==> config.mk <==
export PLATFORM = sky130hd
export DESIGN_NAME = prc_output
export DESIGN_NICKNAME = d
export VERILOG_FILES = /design/src/rtl/prc_pkg.sv /design/src/rtl/prc_output.sv
export SDC_FILE = /design/constraint.sdc
export NUM_CORES = 1
export LEC_CHECK = 0
export ABC_AREA = 1
export BUFFER_PORTS_ARGS = -buffer_cell sky130_fd_sc_hd__clkbuf_2
export CAP_MARGIN = 20
export CORE_ASPECT_RATIO = 0.5
export CORE_MARGIN = 2
export CORE_UTILIZATION = 56
export CTS_CLUSTER_SIZE = 20
export DETAILED_ROUTE_END_ITERATION = 8
export GPL_ROUTABILITY_DRIVEN = 1
export HOLD_SLACK_MARGIN = 0.15
export PLACE_DENSITY = 0.92
export SLEW_MARGIN = 10
export SYNTH_ARGS = -nofsm -noshare
export SYNTH_HDL_FRONTEND = slang
export SYNTH_SLANG_ARGS = --single-unit
==> constraint.sdc <==
create_clock -name aclk -period 5.4 [get_ports aclk]
set_input_delay 0.54 -clock aclk [delete_from_list [all_inputs] [get_ports aclk]]
set_output_delay 0.54 -clock aclk [all_outputs]
set_load 0.01 [all_outputs]
==> src/rtl/prc_pkg.sv <==
`timescale 1ns / 1ps
`default_nettype none
// ----------------------------------------------------------------------------
// prc_pkg: shared constants, types and tables for the polar/rect converter
// Holds the fixed-point format, the gain-inverse constant and the arctangent
// table used by the CORDIC iteration stages.
// ----------------------------------------------------------------------------
package prc_pkg;

    localparam int DATA_WIDTH_DEF = 16;
    localparam int ITERATIONS_DEF = 16;

    // fraction bits held below the integer part of every internal coordinate
    localparam int GUARD      = 24;
    // binary angle width, 2^(ANG_W-1) = pi
    localparam int ANG_W      = 32;
    // prescale product is rounded and shifted down by this many bits
    localparam int PRE_SHIFT  = 32 - GUARD;
    localparam int TABLE_LEN  = 24;

    // 1/K in Q0.32
    localparam logic [31:0] INV_GAIN = 32'h9B74EDA8;

    typedef struct packed {
        logic valid;   // stage holds a word
        logic vec;     // vectoring (rect to polar)
        logic bypass;  // axis case, result already formed
    } ctl_t;

    // round(atan(2^-i) * 2^31 / pi)
    function automatic logic [ANG_W-1:0] atan_entry(input int idx);
        logic [ANG_W-1:0] val;
        case (idx)
            0:       val = 32'h20000000;
            1:       val = 32'h12E4051E;
            2:       val = 32'h09FB385B;
            3:       val = 32'h051111D4;
            4:       val = 32'h028B0D43;
            5:       val = 32'h0145D7E1;
            6:       val = 32'h00A2F61E;
            7:       val = 32'h00517C55;
            8:       val = 32'h0028BE53;
            9:       val = 32'h00145F2F;
            10:      val = 32'h000A2F98;
            11:      val = 32'h000517CC;
            12:      val = 32'h00028BE6;
            13:      val = 32'h000145F3;
            14:      val = 32'h0000A2FA;
            15:      val = 32'h0000517D;
            16:      val = 32'h000028BE;
            17:      val = 32'h0000145F;
            18:      val = 32'h00000A30;
            19:      val = 32'h00000518;
            20:      val = 32'h0000028C;
            21:      val = 32'h00000146;
            22:      val = 32'h000000A3;
            23:      val = 32'h00000051;
            default: val = '0;
        endcase
        return val;
    endfunction

endpackage
`default_nettype wire

==> src/rtl/prc_output.sv <==
`timescale 1ns / 1ps
`default_nettype none
// ----------------------------------------------------------------------------
// prc_output: result rounding, saturation and output buffering
// Rounds coordinates out of guard format, rounds the angle to DATA_WIDTH
// bits, and holds results in an output register plus a one-word skid.
// ----------------------------------------------------------------------------
module prc_output #(
    parameter int DATA_WIDTH = prc_pkg::DATA_WIDTH_DEF,
    parameter int W          = DATA_WIDTH + prc_pkg::GUARD + 3
) (
    input  wire                          aclk,
    input  wire                          aresetn,
    input  prc_pkg::ctl_t                ctl_i,
    input  wire signed [W-1:0]           cx_i,
    input  wire signed [W-1:0]           cy_i,
    input  wire [prc_pkg::ANG_W-1:0]     z_i,
    output logic                         pipe_en,
    output logic                         m_valid,
    input  wire                          m_ready,
    output logic signed [DATA_WIDTH:0]   m_first_out,
    output logic signed [DATA_WIDTH:0]   m_second_out
);

    localparam int DW = DATA_WIDTH;
    localparam int ZW = prc_pkg::ANG_W;
    localparam int QW = W - prc_pkg::GUARD;

    localparam logic signed [QW-1:0] SAT_HI = {{(QW-DW){1'b0}}, {DW{1'b1}}};
    localparam logic signed [QW-1:0] SAT_LO = {{(QW-DW){1'b1}}, {DW{1'b0}}};
    localparam logic [W-1:0]         RND    = W'(1) << (prc_pkg::GUARD - 1);
    localparam logic [ZW+DW-1:0]     ARND   = (ZW+DW)'(1) << (ZW - 1);
    localparam logic [DW-1:0]        NEG_PI = {1'b1, {(DW-1){1'b0}}};
    localparam logic [DW:0]          POS_PI = {2'b01, {(DW-1){1'b0}}};

    logic                  out_valid_reg;
    logic signed [DW:0]    out_f_reg, out_s_reg;
    logic                  skid_valid_reg;
    logic signed [DW:0]    skid_f_reg, skid_s_reg;

    logic                  push;
    logic signed [DW:0]    res_f, res_s;

    function automatic logic [DW:0] finish(input logic signed [W-1:0] v);
        logic [W-1:0]         sum;
        logic signed [QW-1:0] q;
        logic [DW:0]          r;
        sum = v + RND;
        q   = sum[W-1:prc_pkg::GUARD];
        if (q > SAT_HI) begin
            r = SAT_HI[DW:0];
        end else if (q < SAT_LO) begin
            r = SAT_LO[DW:0];
        end else begin
            r = q[DW:0];
        end
        return r;
    endfunction

    function automatic logic [DW:0] angle_round(input logic [ZW-1:0] z);
        logic [ZW+DW-1:0] zs;
        logic [DW-1:0]    t;
        zs = {z, {DW{1'b0}}} + ARND;
        t  = zs[ZW+DW-1:ZW];
        // -pi is reported as +pi
        return (t == NEG_PI) ? POS_PI : {t[DW-1], t};
    endfunction

    always_comb begin
        push = pipe_en & ctl_i.valid;
        if (ctl_i.bypass) begin
            res_f = cx_i[DW:0];
            res_s = cy_i[DW:0];
        end else begin
            res_f = finish(cx_i);
            res_s = ctl_i.vec ? angle_round(z_i) : finish(cy_i);
        end
    end

    always_ff @(posedge aclk) begin
        if (!aresetn) begin
            out_valid_reg  <= 1'b0;
            skid_valid_reg <= 1'b0;
        end else if (out_valid_reg && !m_ready) begin
            if (push) begin
                skid_valid_reg <= 1'b1;
            end
        end else if (skid_valid_reg) begin
            out_valid_reg  <= 1'b1;
            skid_valid_reg <= 1'b0;
        end else begin
            out_valid_reg  <= push;
        end
    end

    always_ff @(posedge aclk) begin
        if (out_valid_reg && !m_ready) begin
            if (push) begin
                skid_f_reg <= res_f;
                skid_s_reg <= res_s;
            end
        end else if (skid_valid_reg) begin
            out_f_reg <= skid_f_reg;
            out_s_reg <= skid_s_reg;
        end else begin
            out_f_reg <= res_f;
            out_s_reg <= res_s;
        end
    end

    assign pipe_en      = ~skid_valid_reg;
    assign m_valid      = out_valid_reg;
    assign m_first_out  = out_f_reg;
    assign m_second_out = out_s_reg;

    // skid holds a word only behind a held output word
    a_skid_behind_out: assert property (@(posedge aclk) disable iff (!aresetn)
        skid_valid_reg |-> out_valid_reg)
        else $error("skid full with output register empty");

    // skid fills only on a stalled output
    a_skid_fill_on_stall: assert property (@(posedge aclk) disable iff (!aresetn)
        $rose(skid_valid_reg) |-> $past(out_valid_reg && !m_ready && push))
        else $error("skid filled without a stall");

    // a push into a stalled output never finds the skid occupied
    a_no_overrun: assert property (@(posedge aclk) disable iff (!aresetn)
        (ctl_i.valid && out_valid_reg && !m_ready && skid_valid_reg) |=>
        (skid_valid_reg && out_valid_reg))
        else $error("result word overrun");

endmodule
`default_nettype wire

Word level (Yosys, flattened, before mapping)
Index checks and enable logic that the tools add are counted.
{ "word_totals": {"regBits": 70, "output_inout_bits": 36} }
{ "classes": {"n_mux": 11, "order_cmp": 4, "reduce_logical": 4, "add_sub_neg": 3, "eq_ne": 1, "bitwise_logic": 2} }
{ "ops": {"columns": ["cell", "count"], "rows": [
  ["$mux W17", 10],
  ["$add A43 B24 Y43 const B", 2],
  ["$add A48 B32 Y48 const B", 1],
  ["$gt A19 B17 Y1 const B", 2],
  ["$lt A19 B17 Y1 const B", 2],
  ["$eq A16 B16 Y1 const B", 1],
  ["$reduce_and A2 Y1", 2],
  ["$and A1 B1 Y1", 1],
  ["$logic_and A1 B1 Y1", 1],
  ["$logic_not A1 Y1", 1],
  ["$mux W1", 1],
  ["$not A1 Y1", 1]
]} }

Logic depth before layout (Yosys ltp)
Gate-level depths: netlist of run 1.
{ "logic_depth": {"depth_word": 7, "depth_mapped": 16} }

Least setup slack after synthesis of run 1
Ideal clock, no wire load.
{ "synth_path": {"kind": "input-to-reg", "startpoint": "in m_ready", "endpoint": "reg skid_f_reg[0], enable pin", "arrival_time_ps": 2920, "stages": 3, "path_buffers": 0, "path_slack_ps": 2054, "setup_time_ps": 425, "path_cell_list": "inv_1 > nand2_1 > nor2_1"} }
{ "synth_via": {"elab_chain_cells": 3} }
{ "synth_lines": {"columns": ["item", "line_no", "source"], "rows": [
  ["start, declared", "prc_output.sv:20", "input wire m_ready,"],
  ["$logic_not A1 Y1", "prc_output.sv:97", "if (out_valid_reg && !m_ready) begin"],
  ["$logic_and A1 B1 Y1", "prc_output.sv:97", null],
  ["$reduce_and A2 Y1 (no line)", null, null],
  ["end signal, assigned", "prc_output.sv:99", "skid_f_reg <= res_f;"],
  ["end, declared", "prc_output.sv:39", "logic signed [DW:0] skid_f_reg, skid_s_reg;"]
]} }
No other way between the ends.
A chain may end at the register's enable or synchronous reset.

Worst setup path after layout of run 1
{ "layout_path": {"startpoint": "in cy_i[23]", "endpoint": "reg out_s_reg[12] (netlist: m_second_out[12]), data pin"} }
{ "layout_via": {"elab_chain_cells": 7, "elab_cells_between_ends": 8, "classes_between": "add/sub: 1; order compare: 2; mux: 5"} }
{ "layout_lines": {"columns": ["item", "line_no", "source"], "rows": [
  ["start, declared", "prc_output.sv:16", "input wire signed [W-1:0] cy_i,"],
  ["$add A43 B24 Y43 (*)", "prc_output.sv:48", "sum = v + RND;"],
  ["$lt A19 B17 Y1", "prc_output.sv:52", "end else if (q < SAT_LO) begin"],
  ["$mux W17", "prc_output.sv:52", null],
  ["$mux W17 (*)", "prc_output.sv:50", "if (q > SAT_HI) begin"],
  ["$mux W17 (*)", "prc_output.sv:76", "res_s = ctl_i.vec ? angle_round(z_i) : finish(cy_i);"],
  ["$mux W17 (*)", "prc_output.sv:71", "if (ctl_i.bypass) begin"],
  ["net res_s[12]", "prc_output.sv:42", "logic signed [DW:0] res_f, res_s;"],
  ["$mux W17 (*)", "prc_output.sv:102", "end else if (skid_valid_reg) begin"],
  ["end signal, assigned", "prc_output.sv:104", "out_s_reg <= skid_s_reg;"],
  ["end signal, assigned", "prc_output.sv:107", "out_s_reg <= res_s;"],
  ["end, declared", "prc_output.sv:37", "logic signed [DW:0] out_f_reg, out_s_reg;"]
]} }
The timed path passes the listed nets; every way through them passes the cells marked *.

==> run summary, run 1 <==
Outcome - complete, no violations
Hpwl dp - 9.08 mm
Clock Sinks - 70
Hold Path Class - input pin to register
Logic gate share of total power - 18.4%
Most common cell after layout, fill and taps aside - nand2_1
Crit start category - input pin
Die Wd - 139 um
Initial antenna violation count - 0
CTS Hold Bufs - 0
Final Net Count - 932
Final Cell Area - 0.00613 mm^2
CORE AREA - 0.00877 mm^2
Number of synthesized flops with an enable pin - 68
Number of library cell types mapped by synthesis - 33
CTS Buf Count - 9
CP max FO - 16
Worst Setup End Kind - register
Arrival time worst endpoint - 2.36 ns
Skew final - 0.00532 ns
Ys Warns - 0
Fmax - 439 MHz
Final Worst Setup Slack - 3.12 ns
Post-CTS setup buffers - 0
Placed Instance Area - 0.00579 mm^2
DR WL/cell - 13.4 um
Final Util - 69.9%
Share of flip-flops with an asynchronous set or reset - 0%
P&R area growth vs syn - 20.5%
Clock power share - 40.3%
Io pins - 160
Height of the die - 71.4 um
Max IR drop VDD - 258 uV
Synth Instances - 680
Antenna diodes - 0
Post-Syn Area - 0.00508 mm^2
Max-slew headroom - 33.3%
Commonest non-fill, non-tap cells in the layout - 255 x nand2_1, 132 x clkbuf_2, 68 x edfxtp_1
Number of global-route vias before repair - 4504
DRC - 0
GP Congestion - 0.877
Worst slew pin tran - 0.998 ns
Switch share - 26.5%
Pre-CTS WS - 2.76 ns
Minimum clock period - 2.28 ns
First-pass GRT wire length - 20.1 mm
Root Buffer - clkbuf_16
Net switching power - 420 uW
Syn nets - 807
Path depth of the worst reg2reg path - 2
Sequential element share of the synthesized area - 40.9%
CP Class - input pin to register
Final ANT Viol Nets - 0
Setup Viol. Count Final - 0
Seq pwr share - 41.3%
H-tree depth - 3
Tcrit/Tclk final - 42.2%
Final hold slack - 0.445 ns
Grt ovf - 0
Critical Path RT - 5.48 ns
Post-CTS sizing - 0
Setup slack, reg-to-reg - 3.14 ns
Fin. max-slew vios - 0
Vias - 4799
Die Area - 0.00990 mm^2
Largest net degree at the start of global routing - 44
Pre-antenna DRT Iters - 5
Initial Util - 58.0%
Detail-routed via count per cell - 5.18
Register bit total from synthesis - 70
Aggregate routed wire length - 12.4 mm
Clk slew on worst S/H paths - 0.06 ns
Row cnt - 24
RSZ-0062 raised after global routing - false
Pleak - 0.00294 uW
PwrDens - 259 mW/mm^2
Fraction of layout cells with a size suffix above 1 - 26.0%
Ys flop type - edfxtp_1
Starting DRC count in detailed routing - 305
Clk_lat worst skew - 0.33 ns
TritonCTS clock tree - yes
Final Hold Fails - 0
Maximum buffer depth of the clock tree - 2
Final TNS setup - 0 ns
Mean Syn Cell Area - 7.48 um^2
Internal - 1170 uW
Min-Delay Path Depth - 3
Gr usage total - 25.2%
Max_cap viols - 0
Port bufs - 132
path summary, 6_finish.rpt:
| kind | from | to |
|---|---|---|
| max | cy_i[23] | m_second_out[12] |
| min reg2reg | skid_s_reg[4] | m_second_out[4] |
| min | aresetn | m_valid |
| max reg2reg | m_valid | skid_f_reg[7] |
kinds of logic after synthesis:
group                    count (synthesis)  synth area share (%)
XOR/XNOR                                37                  6.37
AO/OA/AOI/OAI                           49                  6.86
adder cells (fa/ha/maj)                  3                 0.738
buffers and inverters                   82                  7.04
AND/OR/NAND/NOR                        439                  38.0
flip-flops                              70                  40.9
critical path, cell delays in order:
cell      delay (ns)
clkbuf_2        0.13
ha_1            0.19
nand3_1         0.16
inv_2           0.11
nand3_2         0.10
o21ai_2         0.14
nand2_2         0.10
o21ai_4         0.36
nand3_1         0.16
nand3_1         0.14
nand2_1         0.10
nand2_1         0.07
nand2_1         0.06
metrics by stage:
stage	power (uW)	std cells
global placement	945	910
CTS	1590	926
global route	1650	927
floorplan	845	680
detailed placement	954	910
finish	1590	927
power by group through the flow:
stage	clock [uW]	sequential [uW]	combinational, uW
2_1_floorplan	0	683	163
6_report	639	656	292
3_3_place_gp	0	665	280
3_5_place_dp	0	667	288
4_1_cts	643	656	291
5_1_grt	665	658	327
synth_stat cells, types with 7 or more instances:
cell type / instances / area [um^2]
nand2_1: 256 / 961
edfxtp_1: 68 / 2040
nand3_1: 63 / 315
inv_1: 56 / 210
nor2_1: 47 / 176
or2_2: 30 / 188
a21boi_1: 27 / 203
xor2_1: 23 / 201
xnor2_1: 14 / 123
clkbuf_1: 10 / 37.5
nand2_2: 10 / 62.6
nor3_1: 9 / 45.0
nand4_1: 8 / 50.1
a21oi_1: 7 / 35.0
o21ai_0: 7 / 35.0
metal layers:
layer / GRT usage, % / vias to the layer above / wire (um)
met5: 0 / - / 0
li1: - / 2456 / -
met2: 45.5 / 182 / 5850
met4: 7.07 / 0 / 166
met1: 32.1 / 2144 / 5550
met3: 4.28 / 17 / 827
cell type report:
cell class                 count  area [um^2]
clock buffer                  10          229
clock inverter                 6         93.8
fill                         722         2640
inverter                      61          229
multi-input combinational    528         2660
sequential                    70         2080
tap                          117          146
timing repair buffer         135          691
No activity file was read; power rests on OpenSTA's default activity.
==> run 2, diff against run 1 <==
ABC_AREA = 0   (was 1)
CORE_UTILIZATION = 47   (was 56)
PLACE_DENSITY = 0.83   (was 0.92)
clock period = 1.87 ns   (was 5.4 ns; I/O delays follow)
==> run summary, run 2 <==
Aggregate routed wire length - 14.0 mm (was 12.4 mm)
Hold Path Class - input pin to register (unchanged)
Commonest non-fill, non-tap cells in the layout - 132 x clkbuf_2, 111 x buf_4, 72 x nand2_1 (was 255 x nand2_1, 132 x clkbuf_2, 68 x edfxtp_1)
Port bufs - 132 (unchanged)
Yosys top cell area share - 42.2% (was 40.2%)
Clk slew on worst S/H paths - 0.05 ns (was 0.06 ns)
Max_cap viols - 0 (unchanged)
Fraction of layout cells with a size suffix above 1 - 39.1% (was 26.0%)
Die Area - 0.0112 mm^2 (was 0.00990 mm^2)
Worst slew pin tran - 0.390 ns (was 0.998 ns)
Pre-CTS WS - -0.419 ns (was 2.76 ns)
Maximum buffer depth of the clock tree - 2 (unchanged)
Height of the die - 75.7 um (was 71.4 um)
R2r startpoint - skid_valid_reg (was m_valid)
Vias - 4913 (was 4799)
Arrival time worst endpoint - 2.00 ns (was 2.36 ns)
Final TNS setup - 0 ns (unchanged)
Outcome - complete, no violations (unchanged)
Gr usage total - 25.0% (was 25.2%)
Mean Syn Cell Area - 9.48 um^2 (was 7.48 um^2)
Worst Setup SP - cy_i[23] (unchanged)
CP delay by family, top - compound AO/OA/AOI/OAI gates (was simple AND/OR/NAND/NOR gates)
Pleak - 0.00283 uW (was 0.00294 uW)
Worst Setup End Kind - register (unchanged)
DR WL/cell - 15.6 um (was 13.4 um)
Final ANT Viol Nets - 0 (unchanged)
GP Congestion - 0.922 (was 0.877)
Max IR drop VDD - 380 uV (was 258 uV)
Clk_lat worst skew - 0.34 ns (was 0.33 ns)
Placed Instance Area - 0.00642 mm^2 (was 0.00579 mm^2)
PwrDens - 670 mW/mm^2 (was 259 mW/mm^2)
Row cnt - 26 (was 24)
Final Net Count - 879 (was 932)
Final Hold Fails - 0 (unchanged)
Hpwl dp - 10.4 mm (was 9.08 mm)
Most common cell in the netlist - nand2_1 (unchanged)
Initial Util - 47.8% (was 58.0%)
CORE AREA - 0.0101 mm^2 (was 0.00877 mm^2)
Share of flip-flops with an asynchronous set or reset - 0% (unchanged)
Crit start category - input pin (unchanged)
Largest net degree at the start of global routing - 35 (was 44)
TritonCTS clock tree - yes (unchanged)
WP buf/inv - 3 (was 2)
Setup Viol. Count Final - 0 (unchanged)
Leading cell types by count after synthesis - 72 x nand2_1, 68 x edfxtp_1, 66 x nor2_1 (was 256 x nand2_1, 68 x edfxtp_1, 63 x nand3_1)
CP max FO - 8 (was 16)
DRC - 0 (unchanged)
Syn nets - 637 (was 807)
Sequential element share of the synthesized area - 43.1% (was 40.9%)
Number of synthesized flops with an enable pin - 68 (unchanged)
Skew final - 0.00423 ns (was 0.00532 ns)
Die Wd - 147 um (was 139 um)
Number of global-route vias before repair - 4572 (was 4504)
CP max stage cell - o311a_1 (was o21ai_4)
First-pass GRT wire length - 21.6 mm (was 20.1 mm)
Critical Path Most Common Cell - buf_4
Final Worst Setup Slack - 0.0332 ns (was 3.12 ns)
Fin. max-slew vios - 0 (unchanged)
Final Util - 67.4% (was 69.9%)
Io pins - 160 (unchanged)
Root Buffer - clkbuf_16 (unchanged)
Clock Sinks - 70 (unchanged)
Pre-antenna DRT Iters - 6 (was 5)
Leading area contributor after synthesis - edfxtp_1 (unchanged)
Placed insts - 874 (was 910)
Number of library cell types mapped by synthesis - 67 (was 33)
Final Cell Area - 0.00682 mm^2 (was 0.00613 mm^2)
Synth Instances - 510 (was 680)
CTS Buf Count - 9 (unchanged)
Critical Path RT - 2.03 ns (was 5.48 ns)
Starting DRC count in detailed routing - 319 (was 305)
Most common cell after layout, fill and taps aside - clkbuf_2 (was nand2_1)
Minimum clock period - 1.84 ns
Initial antenna violation count - 0 (unchanged)
Ys flop type - edfxtp_1 (unchanged)
CP cell instances - clkbuf_2 > ha_1 > nand3_2 > o311a_1 > a211oi_2 > buf_4 > buf_4 > nand3_1 > a31oi_1 (was clkbuf_2 > ha_1 > nand3_1 > inv_2 > nand3_2 > o21ai_2 > nand2_2 > o21ai_4 > nand3_1 > nand3_1 > nand2_1 > nand2_1 > nand2_1)
Post-Syn Area - 0.00483 mm^2 (was 0.00508 mm^2)
P&R area growth vs syn - 41.1% (was 20.5%)
Fmax - 544 MHz
Max-slew headroom - 73.5% (was 33.3%)
H-tree depth - 3 (unchanged)
Antenna diodes - 0 (unchanged)
Largest cells by area after synthesis - edfxtp_1 42%, xnor2_1 6.7%, nand2_1 5.6% (was edfxtp_1 40%, nand2_1 19%, nand3_1 6.2%)
Final std cells w/o fill - 897 (was 927)
Grt ovf - 0 (unchanged)
Tcrit/Tclk final - 98.2%
Register bit total from synthesis - 70 (unchanged)
Min-delay src - cx_i[5] (was aresetn)
CP max stage delay - 0.40 ns (was 0.36 ns)
Detail-routed via count per cell - 5.48 (was 5.18)
Ys Warns - 0 (unchanged)
CP Class - input pin to register (unchanged)
-- run 2: cell types whose count changed in the layout (fill, tap and decap cells not counted), sizes merged, moves of 28 or more --
cell and change:
inv -54, nand2 -195, or2 -28, a21boi -28, nand3 -39, buf +112
-- run 2: worst paths after layout --
| kind | end | slack [ns] | cells after the start |
|---|---|---|---|
| setup reg to reg | m_second_out[8] | 0.29 | 4 |
| setup / recovery | skid_s_reg[2] | 0.03 | 9 |
| hold / removal | skid_f_reg[5] | 0.16 | 3 |
| hold reg to reg | m_first_out[10] | 0.52 | 2 |
-- run 2: cell families after synthesis --
| group | after synthesis | synth area share [%] |
|---|---|---|
| mux | 3 | 0.906 |
| flops | 70 | 43.1 |
| fa+ha+maj | 3 | 0.776 |
| xor+xnor | 48 | 8.70 |
| simple gates | 234 | 24.7 |
| buf+inv | 29 | 3.80 |
| compound gates | 123 | 18.0 |
-- run 2: per-layer routing --
| layer | track usage, % | routed length, um |
|---|---|---|
| met1 | 29.4 | 5880 |
| met2 | 46.4 | 6930 |
| met5 | 0 | 0 |
| met4 | 8.33 | 231 |
| met3 | 6.05 | 960 |
-- run 2: power breakdown --
group,internal [uW],switching [uW],leakage (uW)
clock,1070,626,0.000141
combinational,460,525,0.00201
sequential,1860,29.1,0.000672
-- run 2: timing repair --
item,CTS,global route
hold buffers,5,0
setup buffers,2,0
pin swaps,1,8
gates resized for setup,0,8
setup endpoints to repair,15,23
hold endpoints to repair,5,0
cloned,0,0
-- run 2: worst register-to-register path: stages, from the launching register on --
cell and delay (ns):
dfxtp_2 0.32, inv_1 0.19, nand2_1 0.26, nor3_4 0.40, a31oi_1 0.14
-- run 2: through the flow --
stage                     hold WS (ns)  total power, uW
after floorplan                  0.333             2380
after global placement           0.430             2850
after detailed placement         0.438             2870
after CTS                        0.153             4570
after global routing             0.164             4740
final                            0.161             4570
-- run 2: cell type report --
class / count / area (um^2)
Sequential cell: 70 / 2080
Inverter: 8 / 30.0
Timing Repair Buffer: 252 / 1610
Fill cell: 782 / 3300
Clock inverter: 2 / 35.0
Clock buffer: 14 / 254
Tap cell: 140 / 175
Multi-Input combinational cell: 411 / 2640
==> run 3, diff against run 2 <==
GPL_TIMING_DRIVEN = 0   (was not set)
==> run summary, run 3 (same netlist as run 2, synthesis figures left out) <==
Critical Path RT - 2.04 ns (was 2.03 ns)
CP cell instances - clkbuf_2 > ha_2 > nand3_4 > o311a_1 > a211oi_4 > buf_6 > nand3_1 > a31oi_1 (was clkbuf_2 > ha_1 > nand3_2 > o311a_1 > a211oi_2 > buf_4 > buf_4 > nand3_1 > a31oi_1)
Arrival time worst endpoint - 2.03 ns (was 2.00 ns)
Clk_lat worst skew - 0.34 ns (about the same)
Worst Setup SP - cy_i[23] (unchanged)
Die Area - 0.0112 mm^2 (unchanged)
Die Wd - 147 um (unchanged)
Max_cap viols - 0 (unchanged)
DR WL/cell - 17.2 um (was 15.6 um)
Vias - 4729 (was 4913)
M1 GR Usage - 30.1% (was 29.4%)
Setup slack, reg-to-reg - 0.21 ns (was 0.29 ns)
Met3 GRT Util - 5.75% (was 6.05%)
Gr usage total - 23.7% (was 25.0%)
Most common cell after layout, fill and taps aside - clkbuf_2 (unchanged)
Io pins - 160 (unchanged)
Grt ovf - 0 (unchanged)
Initial Util - 47.8% (unchanged)
CP delay by family, top - compound AO/OA/AOI/OAI gates (unchanged)
Starting DRC count in detailed routing - 427 (was 319)
Final std cells w/o fill - 826 (was 897)
Fmax - 537 MHz (was 544 MHz)
Port bufs - 131 (was 132)
Placed insts - 783 (was 874)
PwrDens - 668 mW/mm^2 (was 670 mW/mm^2)
Antenna diodes - 0 (unchanged)
CTS Buf Count - 9 (unchanged)
CP Class - input pin to register (unchanged)
CP max stage cell - o311a_1 (unchanged)
Pleak - 0.00248 uW (was 0.00283 uW)
Met2 usage - 41.5% (was 46.4%)
Hold Path Class - input pin to register (unchanged)
Number of global-route vias before repair - 4140 (was 4572)
Max IR drop VDD - 361 uV (was 380 uV)
Worst slew pin tran - 0.572 ns (was 0.390 ns)
CORE AREA - 0.0101 mm^2 (unchanged)
Final Net Count - 809 (was 879)
Clock Sinks - 70 (unchanged)
Clk slew on worst S/H paths - 0.06 ns (was 0.05 ns)
GP Congestion - 0.916 (was 0.922)
Row cnt - 26 (unchanged)
P&R area growth vs syn - 32.9% (was 41.1%)
Root Buffer - clkbuf_16 (unchanged)
Hpwl dp - 9.95 mm (was 10.4 mm)
Fin. max-slew vios - 0 (unchanged)
Min-delay src - cx_i[10] (was cx_i[5])
Minimum clock period - 1.86 ns (was 1.84 ns)
Maximum buffer depth of the clock tree - 2 (unchanged)
Largest net degree at the start of global routing - 38 (was 35)
Max-slew headroom - 61.9% (was 73.5%)
First-pass GRT wire length - 20.3 mm (was 21.6 mm)
Detail-routed via count per cell - 5.73 (was 5.48)
Worst Setup End Kind - register (unchanged)
WP buf/inv - 2 (was 3)
Fill count - 810 (was 782)
RSZ-0062 raised after global routing - true
Height of the die - 75.7 um (unchanged)
Aggregate routed wire length - 14.2 mm (was 14.0 mm)
CP max stage delay - 0.40 ns (about the same)
Tcrit/Tclk final - 99.5% (was 98.2%)
Most Crowded Layer GR - met2 (unchanged)
Skew final - 0.00440 ns (was 0.00423 ns)
DRC - 0 (unchanged)
Final Hold Fails - 0 (unchanged)
Pre-antenna DRT Iters - 5 (was 6)
Fraction of layout cells with a size suffix above 1 - 33.7% (was 39.1%)
Final ANT Viol Nets - 0 (unchanged)
R2r startpoint - skid_valid_reg (unchanged)
Setup Viol. Count Final - 0 (unchanged)
H-tree depth - 3 (unchanged)
CP max FO - 10 (was 8)
Outcome - complete, no violations (unchanged)
Total power - 4290 uW (was 4570 uW)
Crit start category - input pin (unchanged)
TritonCTS clock tree - yes (unchanged)
Initial antenna violation count - 0 (unchanged)
Commonest non-fill, non-tap cells in the layout - 126 x clkbuf_2, 72 x nand2_1, 68 x edfxtp_1 (was 132 x clkbuf_2, 111 x buf_4, 72 x nand2_1)
==> run 3: changes by cell type in the layout (fill, tap and decap cells not counted), moves of 4 or more <==
cell      before  now
clkbuf_8       1    5
buf_8          0    4
clkbuf_2     132  126
clkbuf_1       4   12
buf_4        111   25
==> run 3: per-layer routing <==
layer / up-vias / share of wire [%]
met4: 0 / 2.1
met2: 226 / 48
met5: - / 0
met3: 36 / 7.4
met1: 2210 / 42
li1: 2257 / -
==> run 3: worst paths after layout <==
check	cells after the start	to
hold reg to reg	2	m_second_out[16]
hold / removal	3	skid_f_reg[10]
setup / recovery	8	skid_s_reg[2]
setup reg to reg	5	m_second_out[2]
==> run 3: through the flow <==
step	setup TNS (ns)	hold slack, ns	instance area, um^2	utilization (%)	setup WS (ns)
floorplan	-6.70	0.333	4880	-	-0.197
global placement	-43.90	0.429	5710	56.5	-0.709
detailed placement	-22.71	0.460	5740	56.8	-0.545
CTS	0	0.150	6130	60.6	0.00271
global route	-0.276	0.156	6420	63.5	-0.114
finish	0	0.154	6420	63.5	0.00923
==> run 3: repair_timing <==
action / 4_1_cts / 5_1_grt
pin swaps: 6 / 25
buffers inserted: 6 / 16
gates cloned: 0 / 2
hold endpoints to repair: 5 / 0
hold buffers: 4 / 0
setup endpoints to repair: 37 / 68
resized for setup: 8 / 44
==> run 3: worst register-to-register path, cell delays in order, from the launching register on <==
cell     delay [ns]
dfxtp_1        0.30
buf_2          0.14
inv_1          0.19
nand2_1        0.26
nor3_4         0.35
a31oi_1        0.15
==> run 3: layout make-up <==
cell class	count	area (um^2)	area share [%]
buffer	21	163	2.53
clock buffer	12	236	3.68
clock inverter	3	12.5	0.195
inverter	8	30.0	0.467
multi-input combinational	412	2800	43.5
sequential	70	2080	32.4
tap	140	175	2.73
timing repair buffer	160	927	14.4
==> run 3: power by group <==
group	internal [uW]	switching (uW)
clock network	879	613
registers	1860	26.5
logic	383	530
total	3120	1170
